===== config.mk =====
export PLATFORM = sky130hd
export DESIGN_NAME = nrt_cell
export DESIGN_NICKNAME = d
export VERILOG_FILES = /design/src/rtl/nrt_pkg.sv /design/src/rtl/nrt_cell.sv
export SDC_FILE = /design/constraint.sdc
export NUM_CORES = 1
export LEC_CHECK = 0
export BUFFER_PORTS_ARGS = -buffer_cell sky130_fd_sc_hd__buf_2
export CORE_UTILIZATION = 58
export DETAILED_ROUTE_END_ITERATION = 8
export GPL_TIMING_DRIVEN = 0
export PLACE_DENSITY = 0.87
export SYNTH_ARGS = -nofsm -noshare
export SYNTH_HDL_FRONTEND = slang
export SYNTH_SLANG_ARGS = --single-unit

===== constraint.sdc =====
create_clock -name clk -period 12.12 [get_ports clk]
set_input_delay 1.818 -clock clk [delete_from_list [all_inputs] [get_ports clk]]
set_output_delay 1.818 -clock clk [all_outputs]
set_load 0.05 [all_outputs]

===== src/rtl/nrt_pkg.sv =====
// Shared types and constants of the node registration table.
// Used by the channel interfaces, the table cell and the top level.
`default_nettype none

package nrt_pkg;

	// Default table depth and the largest depth the design supports.
	localparam int unsigned NRT_TABLE_ENTRIES     = 16;
	localparam int unsigned NRT_TABLE_ENTRIES_MAX = 256;

	// Widths that cover every supported depth.
	localparam int unsigned NRT_CNT_MAX_W = $clog2(NRT_TABLE_ENTRIES_MAX + 1);
	localparam int unsigned NRT_IDX_MAX_W = $clog2(NRT_TABLE_ENTRIES_MAX);

	// Payload widths.
	localparam int unsigned NRT_ID_W     = 32;
	localparam int unsigned NRT_TIME_W   = 32;
	localparam int unsigned NRT_BYTE_W   = 8;
	localparam int unsigned NRT_COUNT_W  = 5;
	localparam int unsigned NRT_CFG_IDX_W = 3;
	localparam int unsigned NRT_CFG_DAT_W = 32;

	localparam logic [NRT_BYTE_W-1:0] NRT_NO_SLOT = 8'hFF;

	// Register reset values.
	localparam logic [7:0]  NRT_RST_GATEWAY_TTL  = 8'd7;
	localparam logic [31:0] NRT_RST_EXPIRY       = 32'd3600;
	localparam logic [1:0]  NRT_RST_RELAY_TIER   = 2'd1;
	localparam logic [7:0]  NRT_RST_RELAY_BASE   = 8'd1;
	localparam logic [7:0]  NRT_RST_SLOT_LIMIT   = 8'd8;

	// Register indexes on the configuration channel.
	localparam logic [NRT_CFG_IDX_W-1:0] NRT_REG_GATEWAY_TTL = 3'd0;
	localparam logic [NRT_CFG_IDX_W-1:0] NRT_REG_EXPIRY      = 3'd1;
	localparam logic [NRT_CFG_IDX_W-1:0] NRT_REG_RELAY_TIER  = 3'd2;
	localparam logic [NRT_CFG_IDX_W-1:0] NRT_REG_RELAY_BASE  = 3'd3;
	localparam logic [NRT_CFG_IDX_W-1:0] NRT_REG_SLOT_LIMIT  = 3'd4;

	// Request kinds.
	localparam logic NRT_FUNC_SUBSCRIBE = 1'b0;
	localparam logic NRT_FUNC_TICK      = 1'b1;

	typedef enum logic [2:0] {
		NRT_ST_NEW     = 3'd0,
		NRT_ST_REREG   = 3'd1,
		NRT_ST_FULL    = 3'd2,
		NRT_ST_CLOSED  = 3'd3,
		NRT_ST_TICK    = 3'd4
	} nrt_status_t;

	// Scan token that walks the cell chain, collecting the outcome.
	typedef struct packed {
		logic                     act;
		logic                     found;
		logic [NRT_BYTE_W-1:0]    slot;
		logic [NRT_CNT_MAX_W-1:0] evicted;
		logic                     free_found;
		logic [NRT_IDX_MAX_W-1:0] free_idx;
	} nrt_tok_t;

	// Request data broadcast to every cell while a scan runs.
	typedef struct packed {
		logic                  sub_en;
		logic                  tick_en;
		logic [NRT_ID_W-1:0]   id;
		logic [NRT_TIME_W-1:0] now;
		logic [NRT_TIME_W-1:0] expiry;
	} nrt_ctl_t;

endpackage

`default_nettype wire


===== src/rtl/nrt_cell.sv =====
// One table cell: holds a single entry and advances the scan token by one place.
// Depends on nrt_pkg for the token and broadcast types.
`default_nettype none

module nrt_cell import nrt_pkg::*; #(
	parameter int unsigned CELL_INDEX = 0
) (
	input  wire logic                  clk,
	input  wire logic                  arst_n,
	input  wire nrt_ctl_t              ctl,
	input  wire nrt_tok_t              tok_in,
	output nrt_tok_t                   tok_out,
	input  wire logic                  wr_en,
	input  wire logic [NRT_BYTE_W-1:0] wr_slot
);

	logic                  occ_q;
	logic [NRT_ID_W-1:0]   id_q;
	logic [NRT_TIME_W-1:0] last_q;
	logic [NRT_BYTE_W-1:0] slot_q;
	nrt_tok_t              tok_q;

	logic [NRT_TIME_W-1:0] age;
	logic                  hit;
	logic                  expired;
	logic                  is_free;
	nrt_tok_t              tok_nxt;

	assign age     = ctl.now - last_q;
	assign hit     = tok_in.act && occ_q && ctl.sub_en && (id_q == ctl.id);
	assign expired = tok_in.act && occ_q && ctl.tick_en && (age > ctl.expiry);
	assign is_free = tok_in.act && !occ_q && !tok_in.free_found;

	always_comb begin
		tok_nxt = tok_in;
		if (hit) begin
			tok_nxt.found = 1'b1;
			tok_nxt.slot  = slot_q;
		end
		if (expired) begin
			tok_nxt.evicted = tok_in.evicted + 1'b1;
		end
		if (is_free) begin
			tok_nxt.free_found = 1'b1;
			tok_nxt.free_idx   = NRT_IDX_MAX_W'(CELL_INDEX);
		end
	end

	always_ff @(posedge clk or negedge arst_n) begin
		if (!arst_n) begin
			occ_q <= 1'b0;
			tok_q <= '0;
		end else begin
			tok_q <= tok_nxt;
			if (wr_en) begin
				occ_q <= 1'b1;
			end else if (expired) begin
				occ_q <= 1'b0;
			end
		end
	end

	always_ff @(posedge clk) begin
		if (wr_en) begin
			id_q   <= ctl.id;
			last_q <= ctl.now;
			slot_q <= wr_slot;
		end else if (hit) begin
			last_q <= ctl.now;
		end
	end

	assign tok_out = tok_q;

endmodule

`default_nettype wire


==> reports/results.tsv, run 1 <==
metric	value	unit
outcome	finished, final reports clean	
cp.arrival	6.16	ns
cts_root_buffer	clkbuf_8	
tns	0	ns
cp_max_fo	8	
ys_top_cells_by_count	edfxtp_1, inv_1, ha_1, a21oi_1, xnor2_1	
path_buf_inv	3	
grt_antenna_before_repair	0	
insertion_delay	0.37	ns
drc	0	
nNetsFinal	925	
grt_pass1_wl	21800	um
drtIter0Drc	251	
max_stage_delay	0.47	ns
postSynthAreaPerCell	11.2	um2
drtAntennaViolNets	0	
fin_area	7310	um2
critPathCaptureType	flip-flop	
ys_seq_area_share	47.1	%
synth-edff-count	72	
track_usage	25.2	%
cts_htree_levels	3	
reg2reg_slack	7.48	ns
ff2ff_path_depth	17	
synth_cell_type_count	54	
hold_class	reg -> reg	
synthTopCellsByArea	edfxtp_1, ha_1, dfrtp_1, xnor2_1, xor2_1	
cts_buffer_depth	2	
overflow	0	
core	10300	um2
critPathSlowestCell	nor4_1	
vdd_drop_max	75.3	uV
grt_pass1_vias	4811	
die_h	105	um
dp.cells	848	
hold_buffers	0	
finalCritPeriodShare	48.7	%
cts_tree	yes	
grt_max_degree	43	
netlist.area_leader.share	35.3	%
synthArstFlopShare	28.7	%
cp_top_family	compound AO/OA/AOI/OAI gates	
setup.worst_path.class	in -> reg	
rsz0062_at_grt	false	
reg2reg_from	last_q[0]	
io_buffers	164	
critPathRequiredTime	12.37	ns
rows	37	
leakage	3.49	nW
synthCells	548	
via_count	4775	
wl_per_cell	15.4	um
regToRegEndpoint	tok_out[10]	
cts.sinks	101	
min_period	5.90	ns
ys_ff_latch	101	
hpwl	10500	um
syn_area	6130	um2
path_cells	buf_2, inv_1, ha_1, inv_1, fa_1, a211oi_2, nor2_2, o311ai_2, o22ai_2, a211oi_2, o41ai_2, a221oi_2, xnor2_1, ha_1, nand4_1, nor4_1, a221o_1, nand2_1, mux2_2	
fmax	0.169	GHz
drtPass1Iterations	5	
slew_headroom	32.5	%
vias_per_cell	5.53	
start_util	59.6	%
worstSetupStartpointType	input pin	
hold_start	slot_q[7]	
post_cts_resized	0	
hold_violations	0	
drv_slew	0	
p_total	0.890	mW
synth_ff_type	edfxtp_1	
startpoint	ctl[32]	
n_fill_cell	747	
die_w	105	um
fin_hold_ws	0.495	ns
wl	13300	um
drive_above_1_share	28.6	%
cellPowerDensity	122	nW/um2
tightestPinTransition	1.00	ns
setup_violations	0	
synth_top_cell_by_area	edfxtp_1	
hold_end	tok_out[25]	
gp_congestion	0.880	
finalNonFillerCells	864	
cap_violations	0	
syn-num-nets	750	
cts_made_buffers	9	
cts_setup_buffers	0	
antenna_cells	0	
area_delta_synth_final	19.2	%
skew	0.0221	ns
min_path_cells	1	
placedInstanceArea	7120	um2
die-area	11000	um2
yosysWarnings	0	
clk_pin_slew	0.11	ns
ios	165	
==> flip-flops by register name (all words and copies together), names as in the netlist <==
signal and cells:
id_q 32, last_q 32, tok_out 28, slot_q 8, occ_q 1
==> where the power goes <==
| group | internal, mW | switching (mW) | total [mW] |
|---|---|---|---|
| sequential | 0.399 | 0.00875 | 0.408 |
| combinational | 0.118 | 0.160 | 0.279 |
| clock | 0.0785 | 0.125 | 0.204 |
| total | 0.595 | 0.294 | 0.890 |
==> per-stage QoR <==
stage / utilization, % / setup slack [ns]
floorplan: - / 6.62
global placement: 69.3 / 5.92
detailed placement: 69.3 / 5.84
CTS: 71.1 / 6.21
global route: 71.1 / 5.86
finish: 71.1 / 6.22
==> cells in the final DEF (no fill, tap or decap), types with 4 or more instances in the layout <==
cell,n
nor2b_1,10
o21ai_0,11
a21o_1,28
or3_1,5
clkbuf_8,9
nand4_1,14
nand2b_1,5
edfxtp_1,72
nand3_1,20
inv_1,72
nand2_1,8
a211oi_2,4
buf_2,164
xor2_1,31
o21bai_1,4
nor3_1,8
dfrtp_1,29
o21a_1,5
nor2_1,25
and3_1,6
xnor2_1,33
or2_2,4
a21oi_1,33
mux2_2,10
nor4_1,7
ha_1,64
==> kinds of logic (layout without fill, tap and decap cells) <==
| family | Yosys count | after routing | share of synthesized area [%] |
|---|---|---|---|
| buf+inv | 74 | 254 | 4.55 |
| fa+ha+maj | 65 | 65 | 13.4 |
| xor+xnor | 64 | 64 | 9.14 |
| flops | 101 | 101 | 47.1 |
| simple gates | 121 | 121 | 10.7 |
| mux | 10 | 10 | 1.84 |
| compound gates | 113 | 113 | 13.3 |
==> worst max path at each step <==
stage,endpoint,slack (ns),cells after the start
after detailed placement,tok_out[10],5.84,19
final,tok_out[10],6.22,19
after global routing,tok_out[10],5.86,19
after floorplan,tok_out[10],6.62,19
after CTS,tok_out[10],6.21,19
after global placement,tok_out[10],5.92,19
==> routing by layer <==
metal	part of all wire, %	vias to the layer above	track usage, %
met2	50	159	43.9
met1	42	2258	31.3
li1	-	2334	-
met5	0	-	0
met3	5.4	24	4.30
met4	2.1	0	9.36
==> worst reg2reg max path, delay by kind of cell, from the launching register on <==
family | cells | cell delay (ns)
AO/OA/AOI/OAI | 7 | 1.95
adder cells (fa/ha/maj) | 3 | 0.89
AND/OR/NAND/NOR | 4 | 0.87
flip-flops | 1 | 0.34
multiplexers | 1 | 0.31
XOR/XNOR | 1 | 0.10
buffers and inverters | 1 | 0.05
==> final cells by class <==
cell class / instances / area, um2 / share of cell area [%]
plain buffers: 2 / 8.76 / 0.120
well taps: 136 / 170 / 2.33
clock inverters: 7 / 63.8 / 0.873
clock buffers: 9 / 124 / 1.69
multi-input cells: 373 / 2960 / 40.5
inverters: 72 / 270 / 3.70
flip-flops and latches: 101 / 2890 / 39.5
repair buffers: 164 / 821 / 11.2
Power figures use the tool's default switching activity.
==> run 2: changes to the inputs <==
--- a/config.mk
+++ b/config.mk
@@ -6,10 +6,10 @@
 export NUM_CORES = 1
 export LEC_CHECK = 0
 export BUFFER_PORTS_ARGS = -buffer_cell sky130_fd_sc_hd__buf_2
-export CORE_UTILIZATION = 58
+export CORE_UTILIZATION = 53
 export DETAILED_ROUTE_END_ITERATION = 8
 export GPL_TIMING_DRIVEN = 0
-export PLACE_DENSITY = 0.87
+export PLACE_DENSITY = 0.8
 export SYNTH_ARGS = -nofsm -noshare
 export SYNTH_HDL_FRONTEND = slang
 export SYNTH_SLANG_ARGS = --single-unit
==> constraint.sdc (replaced) <==
create_clock -name clk -period 5.9 [get_ports clk]
set_input_delay 0.885 -clock clk [delete_from_list [all_inputs] [get_ports clk]]
set_output_delay 0.885 -clock clk [all_outputs]
set_load 0.05 [all_outputs]
==> reports/results.tsv, run 2 (synthesis gave the netlist of run 1 again) <==
metric	value	unit	change
clk_pin_slew	0.07	ns	was 0.11 ns
startpoint	ctl[32]		unchanged
insertion_delay	0.36	ns	was 0.37 ns
drtPass1Iterations	4		was 5
p_total	2.01	mW	was 0.890 mW
cp_max_fo	8		unchanged
critPathCaptureType	flip-flop		unchanged
gp_congestion	0.899		was 0.880
path_buf_inv	3		unchanged
cts_tree	yes		unchanged
cp_top_family	compound AO/OA/AOI/OAI gates		unchanged
clkPwrFrac	29.9	%	was 22.9%
die_h	110	um	was 105 um
min_period	5.23	ns	
setup_violations	0		unchanged
worstSetupStartpointType	input pin		unchanged
cts_setup_buffers	0		unchanged
tns	0	ns	unchanged
fin_hold_ws	0.484	ns	was 0.495 ns
combPwrFrac	28.5	%	was 31.3%
hold_class	reg -> reg		unchanged
finalCritPeriodShare	88.7	%	
via_count	4701		was 4775
grt_pass1_wl	21100	um	was 21800 um
track_usage	23.1	%	was 25.2%
hold_violations	0		unchanged
cts_made_buffers	9		unchanged
drtIter0Drc	242		was 251
io_buffers	164		unchanged
drtAntennaViolNets	0		unchanged
skew	0.0109	ns	was 0.0221 ns
p_int	1.38	mW	was 0.595 mW
nNetsFinal	925		unchanged
path_cells	buf_2, inv_1, ha_1, inv_1, fa_1, a211oi_2, nor2_2, o311ai_2, o22ai_2, a211oi_2, o41ai_2, a221oi_2, xnor2_1, ha_1, nand4_1, nor4_1, a221o_1, nand2_1, mux2_2		unchanged
drv_slew	0		unchanged
cap_violations	0		unchanged
wl	13400	um	was 13300 um
drive_above_1_share	28.4	%	was 28.6%
grt_max_degree	43		unchanged
cts_root_buffer	clkbuf_16		was clkbuf_8
cts.sinks	101		unchanged
final_cell_mix	buf_2, inv_1, edfxtp_1		unchanged
sw_frac_of_total	31.2	%	was 33.1%
hold_start	slot_q[1]		was slot_q[7]
rows	38		was 37
placedInstanceArea	7130	um2	was 7120 um2
overflow	0		unchanged
start_util	55.6	%	was 59.6%
fin_area	7430	um2	was 7310 um2
die-area	12000	um2	was 11000 um2
leakage	3.55	nW	was 3.49 nW
wl_per_cell	15.4	um	about the same
dp.cells	852		was 848
final_common_cell	buf_2		unchanged
die_w	110	um	was 105 um
slew_headroom	35.7	%	was 32.5%
finalNonFillerCells	869		was 864
pwr-share-seq	41.6	%	was 45.8%
core	11000	um2	was 10300 um2
setup.worst_path.class	in -> reg		unchanged
outcome	finished, final reports clean		unchanged
hold_buffers	0		unchanged
cts_buffer_depth	2		unchanged
post_cts_resized	0		unchanged
max_stage_delay	0.55	ns	was 0.47 ns
cellPowerDensity	271	nW/um2	was 122 nW/um2
vias_per_cell	5.41		was 5.53
rsz0062_at_grt	false		unchanged
tightestPinTransition	0.957	ns	was 1.00 ns
reg2reg_from	last_q[0]		unchanged
grt_antenna_before_repair	0		unchanged
critPathSlowestCell	nor4_1		unchanged
vdd_drop_max	288	uV	was 75.3 uV
p_sw	0.628	mW	was 0.294 mW
fmax	0.191	GHz	
hpwl	10600	um	was 10500 um
n_fill_cell	871		was 747
ios	165		unchanged
critPathRequiredTime	6.14	ns	was 12.37 ns
drc	0		unchanged
area_delta_synth_final	21.2	%	was 19.2%
cp.arrival	5.47	ns	was 6.16 ns
grt_pass1_vias	4711		was 4811
cts_htree_levels	3		unchanged
-- run 2: changes by cell type in the layout (fill, tap and decap cells not counted), sizes merged --
cell,previous run,this run
clkinvlp,2,1
clkinv,2,1
diode,0,1
clkbuf,11,13
-- run 2: power by group through the flow --
stage	Sequential [mW]	Combinational, mW	Clock [mW]
floorplan	0.894	0.355	0
global placement	0.850	0.537	0
detailed placement	0.853	0.563	0
CTS	0.838	0.570	0.612
global route	0.843	0.638	0.634
finish	0.837	0.573	0.601
-- run 2: through the flow --
stage          worst slack (ns)  utilization, %
4_1_cts                   0.717            67.4
3_3_place_gp              0.471            64.6
2_1_floorplan              1.33               -
3_5_place_dp              0.392            64.6
5_1_grt                   0.333            67.4
6_report                  0.666            67.4
-- run 2: routing by layer --
layer  routed length, um  track usage, %
met1                5560            27.5
met2                6820            40.1
met3                 834            5.75
met4                 203            8.76
met5                   0               0
-- run 2: area by class of cell --
class                           instances  area (um2)  area share, %
Timing Repair Buffer                  164         821           11.0
Clock inverter                          5        50.0          0.673
Tap cell                              140         175           2.36
Antenna cell                            1        2.50         0.0337
Buffer                                  2        8.76          0.118
Clock buffer                           11         254           3.42
Inverter                               72         270           3.64
Sequential cell                       101        2890           38.9
Multi-Input combinational cell        373        2960           39.9
-- run 2: worst reg2reg max path, cell delays in order, from the launching register on --
cell and delay (ns):
edfxtp_1 0.33, ha_1 0.16, inv_1 0.06, fa_1 0.44
a211oi_2 0.23, nor2_2 0.09, o311ai_2 0.39, o22ai_2 0.23
a211oi_2 0.28, o41ai_2 0.16, a221oi_2 0.28, xnor2_1 0.10
ha_1 0.31, nand4_1 0.20, nor4_1 0.56, a221o_1 0.44
nand2_1 0.18, mux2_2 0.33
-- run 2: path summary, 6_finish.rpt --
path / endpoint / slack [ns] / cells after the start
max reg2reg: tok_out[10] / 1.02 / 17
max in group asynchronous: tok_out[15] / 4.94 / 1
max: tok_out[10] / 0.67 / 19
min in group asynchronous: tok_out[24] / 0.55 / 1
min: tok_out[19] / 0.48 / 1
min reg2reg: tok_out[19] / 0.48 / 1
==> run 3: changes to the inputs <==
==> constraint.sdc (replaced) <==
create_clock -name clk -period 4.89 [get_ports clk]
set_input_delay 0.7335 -clock clk [delete_from_list [all_inputs] [get_ports clk]]
set_output_delay 0.7335 -clock clk [all_outputs]
set_load 0.05 [all_outputs]
==> reports/results.tsv, run 3 (synthesis gave the netlist of run 1 again) <==
metric	value	unit	change
vias_per_cell	5.39		was 5.41
track_usage	23.0	%	was 23.1%
hold_violations	0		unchanged
wl	13400	um	about the same
die-area	12000	um2	unchanged
grt_max_degree	43		unchanged
leakage	3.57	nW	was 3.55 nW
setup.worst_path.class	in -> reg		unchanged
drtPass1Iterations	5		was 4
cts_tree	yes		unchanged
grt_antenna_before_repair	0		unchanged
skew	0.0120	ns	was 0.0109 ns
drive_above_1_share	28.9	%	was 28.4%
rows	38		unchanged
start_util	55.6	%	unchanged
nNetsFinal	926		was 925
clk_pin_slew	0.07	ns	about the same
critPathRequiredTime	5.12	ns	was 6.14 ns
use_met3	5.81	%	was 5.75%
fin_hold_ws	0.402	ns	was 0.484 ns
placedInstanceArea	7130	um2	unchanged
cp.arrival	4.92	ns	was 5.47 ns
final_cell_mix	buf_2, inv_1, edfxtp_1		unchanged
wl_per_cell	15.4	um	about the same
cts_buffer_depth	2		unchanged
grt_pass1_wl	21000	um	was 21100 um
ios	165		unchanged
grtUsageMet2	39.8	%	was 40.1%
finalCritPeriodShare	95.8	%	
hold_class	in -> async		was reg -> reg
startpoint	ctl[33]		was ctl[32]
vdd_drop_max	346	uV	was 288 uV
drv_slew	0		unchanged
drc	0		unchanged
area_delta_synth_final	21.9	%	was 21.2%
setup_violations	0		unchanged
fmax	0.213	GHz	
gp_congestion	0.899		unchanged
grt-busiest-layer	met2		unchanged
met1_usage	27.4	%	was 27.5%
overflow	0		unchanged
slew_headroom	35.9	%	was 35.7%
n_fill_cell	868		was 871
tightestPinTransition	0.953	ns	was 0.957 ns
drtAntennaViolNets	0		unchanged
core	11000	um2	unchanged
die_h	110	um	unchanged
cp_max_fo	4		was 8
die_w	110	um	unchanged
cellPowerDensity	326	nW/um2	was 271 nW/um2
worstSetupStartpointType	input pin		unchanged
ff2ff_path_depth	18		was 17
final_common_cell	buf_2		unchanged
hpwl	10600	um	unchanged
cts_htree_levels	3		unchanged
outcome	finished, final reports clean		unchanged
io_buffers	164		unchanged
cts_root_buffer	clkbuf_16		unchanged
reg2reg_from	last_q[1]		was last_q[0]
insertion_delay	0.35	ns	was 0.36 ns
via_count	4686		was 4701
min_period	4.68	ns	
cts_made_buffers	9		unchanged
cp-endpoint	tok_out[10]		unchanged
reg2reg_slack	0.32	ns	was 1.02 ns
critPathCaptureType	flip-flop		unchanged
grt_pass1_vias	4706		was 4711
regToRegEndpoint	tok_out[10]		unchanged
rsz0062_at_grt	false		unchanged
fin_area	7470	um2	was 7430 um2
cap_violations	0		unchanged
cts.sinks	101		unchanged
drtIter0Drc	211		was 242
[run 3: critical path, stage by stage]
cell and delay [ns]:
buf_2 0.13, ha_1 0.28, nor2b_1 0.14, o31a_1 0.28, o41a_1 0.41, a21o_1 0.23, a211oi_2 0.39, nor3_1 0.16
o211ai_1 0.21, nand3b_1 0.10, ha_1 0.31, a21o_1 0.16, a21o_1 0.17, a21oi_1 0.16, o21ai_0 0.16, a221o_2 0.37
nand2_1 0.14, mux2_2 0.35
[run 3: how the worst min path moves through the flow]
| stage | cells after the start | endpoint |
|---|---|---|
| floorplan | 0 | occ_q |
| global placement | 1 | tok_out[18] |
| detailed placement | 1 | tok_out[20] |
| CTS | 1 | tok_out[25] |
| global route | 1 | tok_out[18] |
| finish | 1 | tok_out[26] |
[run 3: timing repair]
| action | 4_1_cts | 5_1_grt |
|---|---|---|
| pin swaps | 0 | 1 |
| hold endpoints to repair | 0 | 0 |
| setup endpoints to repair | 2 | 10 |
| gates resized for setup | 2 | 3 |
| hold buffers | 0 | 0 |
| setup buffers | 0 | 1 |
[run 3: cell type report]
class | count | area [um2] | area share, %
antenna | 1 | 2.50 | 0.0335
clock inverter | 5 | 50.0 | 0.670
clock buffer | 11 | 254 | 3.40
multi-input combinational | 373 | 2990 | 40.1
inverter | 72 | 270 | 3.62
tap | 140 | 175 | 2.35
buffer | 2 | 8.76 | 0.117
sequential | 101 | 2890 | 38.7
timing repair buffer | 165 | 828 | 11.1
[run 3: where the power goes]
part	internal [mW]	switching, mW
clock network	0.387	0.335
registers	0.989	0.0212
logic	0.299	0.402
[run 3: stage by stage]
stage	cells	utilization (%)	setup WS (ns)	TNS, ns	total power [mW]
2_1_floorplan	548	-	0.471	0	1.51
3_3_place_gp	852	64.6	-0.387	-2.32	1.67
3_5_place_dp	852	64.6	-0.467	-3.07	1.71
4_1_cts	868	67.4	0.0587	0	2.44
5_1_grt	869	67.7	0.0392	0	2.56
6_report	870	67.7	0.206	0	2.43
[run 3: layer usage]
metal / part of all wire (%) / wire (um)
met2: 51 / 6780
met1: 42 / 5580
met5: 0 / 0
met3: 5.8 / 780
met4: 1.7 / 229
